[config.mk]
export PLATFORM = sky130hd
export DESIGN_NAME = bounded_int_array_engine_top
export DESIGN_NICKNAME = d
export VERILOG_FILES = /design/src/rtl/bia_pkg.sv /design/src/rtl/bia_ram.sv /design/src/rtl/bounded_int_array_engine_top.sv
export SDC_FILE = /design/constraint.sdc
export NUM_CORES = 2
export LEC_CHECK = 0
export BUFFER_PORTS_ARGS = -buffer_cell sky130_fd_sc_hd__buf_4
export CAP_MARGIN = 30
export CORE_MARGIN = 1.5
export CORE_UTILIZATION = 54
export DETAILED_ROUTE_END_ITERATION = 6
export PLACE_DENSITY = 0.72
export SLEW_MARGIN = 25
export SYNTH_ARGS = -nofsm -noshare
export SYNTH_HDL_FRONTEND = slang
export SYNTH_SLANG_ARGS = --single-unit
[constraint.sdc]
create_clock -name clk -period 5.2 [get_ports clk]
set_clock_uncertainty 0.05 [all_clocks]
set_input_delay 0 -clock clk [delete_from_list [all_inputs] [get_ports clk]]
set_output_delay 0 -clock clk [all_outputs]
set_load 0.005 [all_outputs]
[src/rtl/bia_pkg.sv]
// Shared constants and types for the bounded integer array engine.
// No dependencies; imported by bia_ram users and the top level.
package bia_pkg;

  // Capacity of the element memory
  localparam int DEPTH  = 64;
  localparam int ADDR_W = $clog2(DEPTH);
  localparam int CNT_W  = $clog2(DEPTH + 1);

  // Fixed field widths of the command and result beats
  localparam int OP_W   = 4;
  localparam int IDX_W  = 6;
  localparam int DATA_W = 32;
  localparam int SIZE_W = 7;

  // Command opcodes; codes 12 to 15 are rejected
  typedef enum logic [OP_W-1:0] {
    OP_PUSH     = 4'd0,
    OP_POP      = 4'd1,
    OP_INSERT   = 4'd2,
    OP_REMOVE   = 4'd3,
    OP_CLEAR    = 4'd4,
    OP_GET      = 4'd5,
    OP_CONTAINS = 4'd6,
    OP_COUNT    = 4'd7,
    OP_SUM      = 4'd8,
    OP_MAX      = 4'd9,
    OP_MIN      = 4'd10,
    OP_STATUS   = 4'd11
  } op_t;

  // Sequencer states
  typedef enum logic [2:0] {
    S_IDLE,
    S_START,
    S_GET,
    S_SCAN,
    S_SHIFT_UP,
    S_PUT,
    S_SHIFT_DN,
    S_DONE
  } state_t;

endpackage

[src/rtl/bia_ram.sv]
// Generic simple dual-port RAM: one write port, one read port with registered data.
// No dependencies. Contents are undefined until written.
module bia_ram #(
  parameter int WIDTH = 32,
  parameter int DEPTH = 64
) (
  input  logic                     clk,
  input  logic                     we,
  input  logic [$clog2(DEPTH)-1:0] waddr,
  input  logic [WIDTH-1:0]         wdata,
  input  logic                     re,
  input  logic [$clog2(DEPTH)-1:0] raddr,
  output logic [WIDTH-1:0]         rdata
);

  logic [WIDTH-1:0] mem [DEPTH];

  // Write port
  always_ff @(posedge clk) begin
    if (we) begin
      mem[waddr] <= wdata;
    end
  end

  // Read port with registered data
  always_ff @(posedge clk) begin
    if (re) begin
      rdata <= mem[raddr];
    end
  end

endmodule

[src/rtl/bounded_int_array_engine_top.sv]
// Bounded integer array engine: ordered array of signed 32-bit entries in one RAM.
// Push, pop, clear, status and rejects end in S_START; get reads one entry;
// contains, count, sum, max, min walk all entries; insert shifts entries up,
// remove shifts later entries down. One command at a time; next beat taken the
// cycle after the result is registered. The single RAM read port sets the walk rate.
// Reset clears the size and handshake state; the RAM needs no clearing pass.
module bounded_int_array_engine_top (
  input  logic                          clk,
  input  logic                          rst,
  input  logic                          in_valid,
  output logic                          in_ready,
  input  logic [bia_pkg::OP_W-1:0]      opcode,
  input  logic [bia_pkg::IDX_W-1:0]     index,
  input  logic signed [bia_pkg::DATA_W-1:0] value,
  output logic                          out_valid,
  input  logic                          out_ready,
  output logic                          ok,
  output logic signed [bia_pkg::DATA_W-1:0] result_value,
  output logic [bia_pkg::SIZE_W-1:0]    current_size,
  output logic                          is_full,
  output logic                          is_empty
);
  import bia_pkg::*;

  state_t              state, state_next;
  logic [OP_W-1:0]     op_q;
  logic [IDX_W-1:0]    idx_q;
  logic [DATA_W-1:0]   val_q;
  logic [ADDR_W-1:0]   ptr, ptr_next;
  logic [CNT_W-1:0]    fill, fill_next;
  logic [DATA_W-1:0]   acc, acc_next;
  logic                ok_r, ok_r_next;

  // RAM port signals
  logic                mem_we, mem_re;
  logic [ADDR_W-1:0]   mem_waddr, mem_raddr;
  logic [DATA_W-1:0]   mem_wdata, mem_rdata;

  // Derived compares
  logic [CNT_W-1:0]        fill_m1;
  logic [IDX_W+CNT_W-1:0]  idx_wide, fill_wide, fill_m1_wide;
  logic [ADDR_W-1:0]       idx_addr;
  logic                    idx_ok, idx_last, arr_full, arr_empty, ptr_last, first, match;
  logic [SIZE_W+CNT_W-1:0] size_wide;
  logic                    load_out;

  bia_ram #(
    .WIDTH(DATA_W),
    .DEPTH(DEPTH)
  ) u_store (
    .clk  (clk),
    .we   (mem_we),
    .waddr(mem_waddr),
    .wdata(mem_wdata),
    .re   (mem_re),
    .raddr(mem_raddr),
    .rdata(mem_rdata)
  );

  assign fill_m1      = fill - CNT_W'(1);
  assign idx_wide     = {{CNT_W{1'b0}}, idx_q};
  assign fill_wide    = {{IDX_W{1'b0}}, fill};
  assign fill_m1_wide = {{IDX_W{1'b0}}, fill_m1};
  assign idx_addr     = idx_wide[ADDR_W-1:0];
  assign idx_ok       = idx_wide < fill_wide;
  assign idx_last     = idx_wide == fill_m1_wide;
  assign arr_full     = fill == CNT_W'(DEPTH);
  assign arr_empty    = fill == '0;
  assign ptr_last     = CNT_W'(ptr) == fill_m1;
  assign first        = ptr == '0;
  assign match        = mem_rdata == val_q;
  assign size_wide    = {{SIZE_W{1'b0}}, fill};
  assign in_ready     = state == S_IDLE;
  assign load_out     = (state == S_DONE) && (!out_valid || out_ready);

  // Next state and RAM control
  always_comb begin
    state_next = state;
    ptr_next   = ptr;
    fill_next  = fill;
    acc_next   = acc;
    ok_r_next  = ok_r;
    mem_we     = 1'b0;
    mem_re     = 1'b0;
    mem_waddr  = '0;
    mem_raddr  = '0;
    mem_wdata  = val_q;
    unique case (state)
      S_IDLE: begin
        if (in_valid) begin
          state_next = S_START;
        end
      end
      S_START: begin
        acc_next   = '0;
        ok_r_next  = 1'b0;
        state_next = S_DONE;
        case (op_q) inside
          OP_PUSH: begin
            if (!arr_full) begin
              mem_we    = 1'b1;
              mem_waddr = ADDR_W'(fill);
              fill_next = fill + CNT_W'(1);
              ok_r_next = 1'b1;
            end
          end
          OP_POP: begin
            if (!arr_empty) begin
              fill_next = fill_m1;
              ok_r_next = 1'b1;
            end
          end
          OP_INSERT: begin
            if (idx_ok && !arr_full) begin
              ok_r_next  = 1'b1;
              mem_re     = 1'b1;
              mem_raddr  = ADDR_W'(fill_m1);
              ptr_next   = ADDR_W'(fill_m1);
              state_next = S_SHIFT_UP;
            end
          end
          OP_REMOVE: begin
            if (idx_ok) begin
              ok_r_next = 1'b1;
              if (idx_last) begin
                fill_next = fill_m1;
              end else begin
                mem_re     = 1'b1;
                mem_raddr  = idx_addr + ADDR_W'(1);
                ptr_next   = idx_addr + ADDR_W'(1);
                state_next = S_SHIFT_DN;
              end
            end
          end
          OP_CLEAR: begin
            fill_next = '0;
            ok_r_next = 1'b1;
          end
          OP_GET: begin
            if (idx_ok) begin
              ok_r_next  = 1'b1;
              mem_re     = 1'b1;
              mem_raddr  = idx_addr;
              state_next = S_GET;
            end
          end
          OP_CONTAINS, OP_COUNT, OP_SUM: begin
            ok_r_next = 1'b1;
            if (!arr_empty) begin
              mem_re     = 1'b1;
              ptr_next   = '0;
              state_next = S_SCAN;
            end
          end
          OP_MAX, OP_MIN: begin
            if (!arr_empty) begin
              ok_r_next  = 1'b1;
              mem_re     = 1'b1;
              ptr_next   = '0;
              state_next = S_SCAN;
            end
          end
          OP_STATUS: begin
            ok_r_next = 1'b1;
          end
          default: begin
            ok_r_next = 1'b0;
          end
        endcase
      end
      S_GET: begin
        acc_next   = mem_rdata;
        state_next = S_DONE;
      end
      S_SCAN: begin
        // fold one entry into the accumulator
        case (op_q) inside
          OP_CONTAINS: acc_next = match ? DATA_W'(1) : acc;
          OP_COUNT:    acc_next = acc + DATA_W'(match);
          OP_SUM:      acc_next = acc + mem_rdata;
          OP_MAX: begin
            if (first || ($signed(mem_rdata) > $signed(acc))) acc_next = mem_rdata;
          end
          OP_MIN: begin
            if (first || ($signed(mem_rdata) < $signed(acc))) acc_next = mem_rdata;
          end
          default: acc_next = acc;
        endcase
        if (ptr_last) begin
          state_next = S_DONE;
        end else begin
          mem_re    = 1'b1;
          mem_raddr = ptr + ADDR_W'(1);
          ptr_next  = ptr + ADDR_W'(1);
        end
      end
      S_SHIFT_UP: begin
        // move entry ptr to ptr+1, walking down toward the insert point
        mem_we    = 1'b1;
        mem_waddr = ptr + ADDR_W'(1);
        mem_wdata = mem_rdata;
        if (ptr == idx_addr) begin
          state_next = S_PUT;
        end else begin
          mem_re    = 1'b1;
          mem_raddr = ptr - ADDR_W'(1);
          ptr_next  = ptr - ADDR_W'(1);
        end
      end
      S_PUT: begin
        mem_we     = 1'b1;
        mem_waddr  = idx_addr;
        fill_next  = fill + CNT_W'(1);
        state_next = S_DONE;
      end
      S_SHIFT_DN: begin
        // move entry ptr to ptr-1, walking up toward the end
        mem_we    = 1'b1;
        mem_waddr = ptr - ADDR_W'(1);
        mem_wdata = mem_rdata;
        if (ptr_last) begin
          fill_next  = fill_m1;
          state_next = S_DONE;
        end else begin
          mem_re    = 1'b1;
          mem_raddr = ptr + ADDR_W'(1);
          ptr_next  = ptr + ADDR_W'(1);
        end
      end
      S_DONE: begin
        if (load_out) begin
          state_next = S_IDLE;
        end
      end
      default: begin
        state_next = S_IDLE;
      end
    endcase
  end

  // Control registers
  always_ff @(posedge clk) begin
    if (rst) begin
      state     <= S_IDLE;
      fill      <= '0;
      out_valid <= 1'b0;
    end else begin
      state <= state_next;
      fill  <= fill_next;
      if (load_out) begin
        out_valid <= 1'b1;
      end else if (out_ready) begin
        out_valid <= 1'b0;
      end
    end
  end

  // Command, walk and result registers
  always_ff @(posedge clk) begin
    ptr  <= ptr_next;
    acc  <= acc_next;
    ok_r <= ok_r_next;
    if (in_valid && in_ready) begin
      op_q  <= opcode;
      idx_q <= index;
      val_q <= value;
    end
    if (load_out) begin
      ok           <= ok_r;
      result_value <= acc;
      current_size <= size_wide[SIZE_W-1:0];
      is_full      <= arr_full;
      is_empty     <= arr_empty;
    end
  end

  // Checks
  a_fill_bound: assert property (@(posedge clk) disable iff (rst) fill <= CNT_W'(DEPTH))
    else $error("fill count above capacity");

  a_reject_zero: assert property (@(posedge clk) disable iff (rst)
    (out_valid && !ok) |-> (result_value == '0))
    else $error("rejected command with nonzero result");

  a_flags: assert property (@(posedge clk) disable iff (rst)
    out_valid |-> !(is_full && is_empty))
    else $error("full and empty both set");

  a_no_overlap: assert property (@(posedge clk) disable iff (rst)
    (mem_we && mem_re) |-> (mem_waddr != mem_raddr))
    else $error("read and write to the same entry in one cycle");

endmodule
==> flow_summary_export.csv <==
group,metric,value,unit
sta,fin_crit,5180,ps
floorplanning,die_h,418,um
place,pre_cts_slack,-233,ps
status,status,"finished, final reports clean",
setup_path,required,5780,ps
floorplanning,ios,90,
cts,tritoncts,"built",
routing,drt_iter0_markers,10477,
sta,layout_setup_ws,20.2,ps
sta,grt_setup_unrepaired,"true",
place,port_buffers,89,
place,place_area,99300,um^2
final_layout,layout-drive-gt1-share,0.133,
synthesis,ys_types,93,
sta,max_slew_margin,0.183,
hold_path,hp-class,"primary input to flop",
cts,cts-root-buf,"clkbuf_16",
sta,fin_setup_tns,0,ps
floorplanning,dieArea,174000,um^2
synthesis,synthSimpleGateAreaFrac,0.139,
sta,max_freq,193,MHz
cts,htree_levels,4,
synthesis,ys_seq_area_frac,0.715,
routing,drc,0,
synthesis,ys_top_cells_by_area,"edfxtp_1 (71%), nand2_1 (7.4%), nand3_1 (3.2%)",
routing,vias,65379,
synthesis,synth_top_cell_by_area,"edfxtp_1",
sta,drv_slew,0,
final_layout,fin_nets,7673,
synthesis,synth_seq_cells,2214,
hold_path,hold_depth,5,
synthesis,yosys_warnings,0,
global_routing,grt_max_degree,84,
sta,hold_violations,0,
synthesis,synth_top_family_by_area,"simple AND/OR/NAND/NOR gates",
place,place.gp.congestion,0.958,
power_and_ir_drop,power_density,555,nW/um^2
routing,drt-pass1-iter-count,6,
global_routing,grt_pass1_wl,432000,um
global_routing,grt_use_total,0.343,
global_routing,grt_overflow,0,
place,hpwl,183000,um
cts,clkTransAtPathRegs,70,ps
floorplanning,num_rows,151,
cts,clock-sinks,2214,
synthesis,synthAdderAreaFrac,0.0106,
routing,final_antenna_net_count,0,
power_and_ir_drop,peakVddDrop,0.377,mV
synthesis,syn_area,92800,um^2
setup_path,crit_arrival,5760,ps
synthesis,synth_nets,7230,
sta,setup_viol,0,
floorplanning,initial_core_util,0.546,
synthesis,synth_mux_area_frac,0.0256,
run,maxCapViolCount,0,
routing,post_drt_wl_per_cell,30.4,um
synthesis,yosysTopAreaCellShare,0.713,
setup_path,rr_worst_depth,14,
power_and_ir_drop,power,59.6,mW
global_routing,antenna_found_initial,9,
cts,cts.path.max_buffers,3,
global_routing,grt_pass1_vias,62169,
setup_path,setup.worst_path.start_class,"flop",
cts,cts_made_buffers,216,
final_layout,finish.instance_area,107000,um^2
routing,routed_wl,302000,um
synthesis,avgSynthCellArea,13.1,um^2
sta,worst_pin_slew,1210,ps
routing,via_per_inst,6.57,
setup_path,critPathKind,"flop to flop",
final_layout,syn_to_final_growth,15.8,%
floorplanning,die_x,418,um
synthesis,netlist_top_cells_count,"edfxtp_1 (2203), nand2_1 (1827), nand3_1 (590)",
synthesis,synth.most_common_cell,"edfxtp_1",
setup_path,crit_path_end_kind,"flop",
synthesis,async_flop_share,0,
sta,min_period_over_period,0.996,
synthesis,synth-edff-count,2203,
final_layout,final_util,0.632,
synthesis,synth_xor_area_frac,0.0123,
synthesis,synth_compound_area_frac,0.0694,
cts,clk_latency,870,ps
synthesis,synthFlopType,"edfxtp_1",
setup_path,crit_fanout,18,
power_and_ir_drop,leakage,38.1,nW
synthesis,postSynthCellCount,7106,
floorplanning,core_area,170000,um^2
==> layer usage <==
| metal | routed length (um) | GRT usage | vias to the layer above |
|---|---|---|---|
| met1 | 109000 | 0.461 | 32079 |
| met5 | 379 | 0 | - |
| met4 | 16900 | 0.170 | 14 |
| met3 | 41000 | 0.0910 | 933 |
| met2 | 135000 | 0.519 | 5000 |
| li1 | - | - | 27353 |
==> report_power, final <==
part | switching [mW] | internal, mW
registers | 0.782 | 22.1
logic | 14.7 | 6.60
clock network | 6.81 | 8.60
total | 22.3 | 37.3
==> cells in the final DEF, fill, tap and decap left out, types with 17 or more instances in the layout <==
master / netlist / routed
nand2_2: 2 / 27
clkbuf_16: 0 / 219
a21oi_1: 193 / 193
a221oi_1: 23 / 23
ha_1: 77 / 76
nand2_1: 1827 / 1796
buf_4: 60 / 465
mux2i_1: 236 / 236
nand4_1: 76 / 76
a32oi_1: 59 / 59
nand3_1: 590 / 589
o21ai_0: 119 / 111
bufinv_16: 0 / 17
nor2_1: 219 / 147
nor2b_1: 19 / 17
a31oi_1: 132 / 131
clkinv_1: 0 / 42
xnor2_1: 70 / 70
and3_1: 128 / 127
a211oi_1: 33 / 33
buf_12: 0 / 94
o221ai_1: 45 / 44
a311oi_1: 60 / 59
inv_1: 83 / 83
clkbuf_1: 120 / 48
clkinv_2: 0 / 36
xor2_1: 53 / 53
o22ai_1: 69 / 67
nor2_4: 0 / 70
dlygate4sd3_1: 0 / 91
edfxtp_1: 2203 / 2203
nor3_1: 55 / 54
==> path summary, 6_finish.rpt <==
| check | start | end | slack [ps] |
|---|---|---|---|
| worst max-delay path | state[0]$_SDFFE_PP0P_ | u_store.rdata[19]$_DFFE_PP_ | 20 |
| worst min-delay path | out_ready | out_valid$_SDFFE_PP0P_ | 100 |
| worst max register to register | state[0]$_SDFFE_PP0P_ | u_store.rdata[19]$_DFFE_PP_ | 20 |
| worst min register to register | fill[4]$_SDFFE_PP0P_ | current_size[4]$_DFFE_PP_ | 410 |
==> repair_timing <==
action	4_1_cts	5_1_grt
endpoints found under the setup margin	3	24
hold buffers	91	0
hold endpoints to repair	100	0
gates resized for setup	2	8
cloned	0	0
pin swaps	4	5
setup buffers	6	12
==> worst max-delay path, stage by stage, from the launching register on <==
cell and delay (ps):
dfxtp_1 450, nor2b_1 440, nand2_1 160, inv_1 200
o21ai_0 280, nor2_1 360, nand2_1 180, o211ai_4 310
buf_4 470, nand2_1 450, a221oi_1 450, a2111oi_0 220
a31oi_2 400, o22ai_1 160, nor2_1 330
==> through the flow <==
stage               std cells  hold slack, ps
finish                   9945            97.8
floorplan                7106            48.9
CTS                      9927            46.3
global placement         9432             128
global route             9944            99.8
detailed placement       9435             129
==> flip-flops by register name (all words and copies together), names as in the netlist <==
name	flops
acc	32
ok	1
val_q	32
result_value	32
op_q	4
state	3
ok_r	1
current_size	7
is_empty	1
is_full	1
fill	7
ptr	6
out_valid	1
u_store.mem	2048
u_store.rdata	32
idx_addr	6
==> logic make-up after synthesis <==
kind of cell	after synthesis
xor+xnor	126
buf+inv	513
compound gates	934
fa+ha+maj	78
mux	237
flops	2214
simple gates	3004
==> final cells by class <==
cell class / count / area (um^2)
Sequential cell: 2214 / 66400
Antenna cell: 1 / 2.50
Clock buffer: 268 / 5670
Inverter: 83 / 312
Fill cell: 12342 / 62600
Tap cell: 2218 / 2780
Timing Repair Buffer: 655 / 6400
Multi-Input combinational cell: 4379 / 24700
Clock inverter: 127 / 1210
No activity file was read; power rests on OpenSTA's default activity.
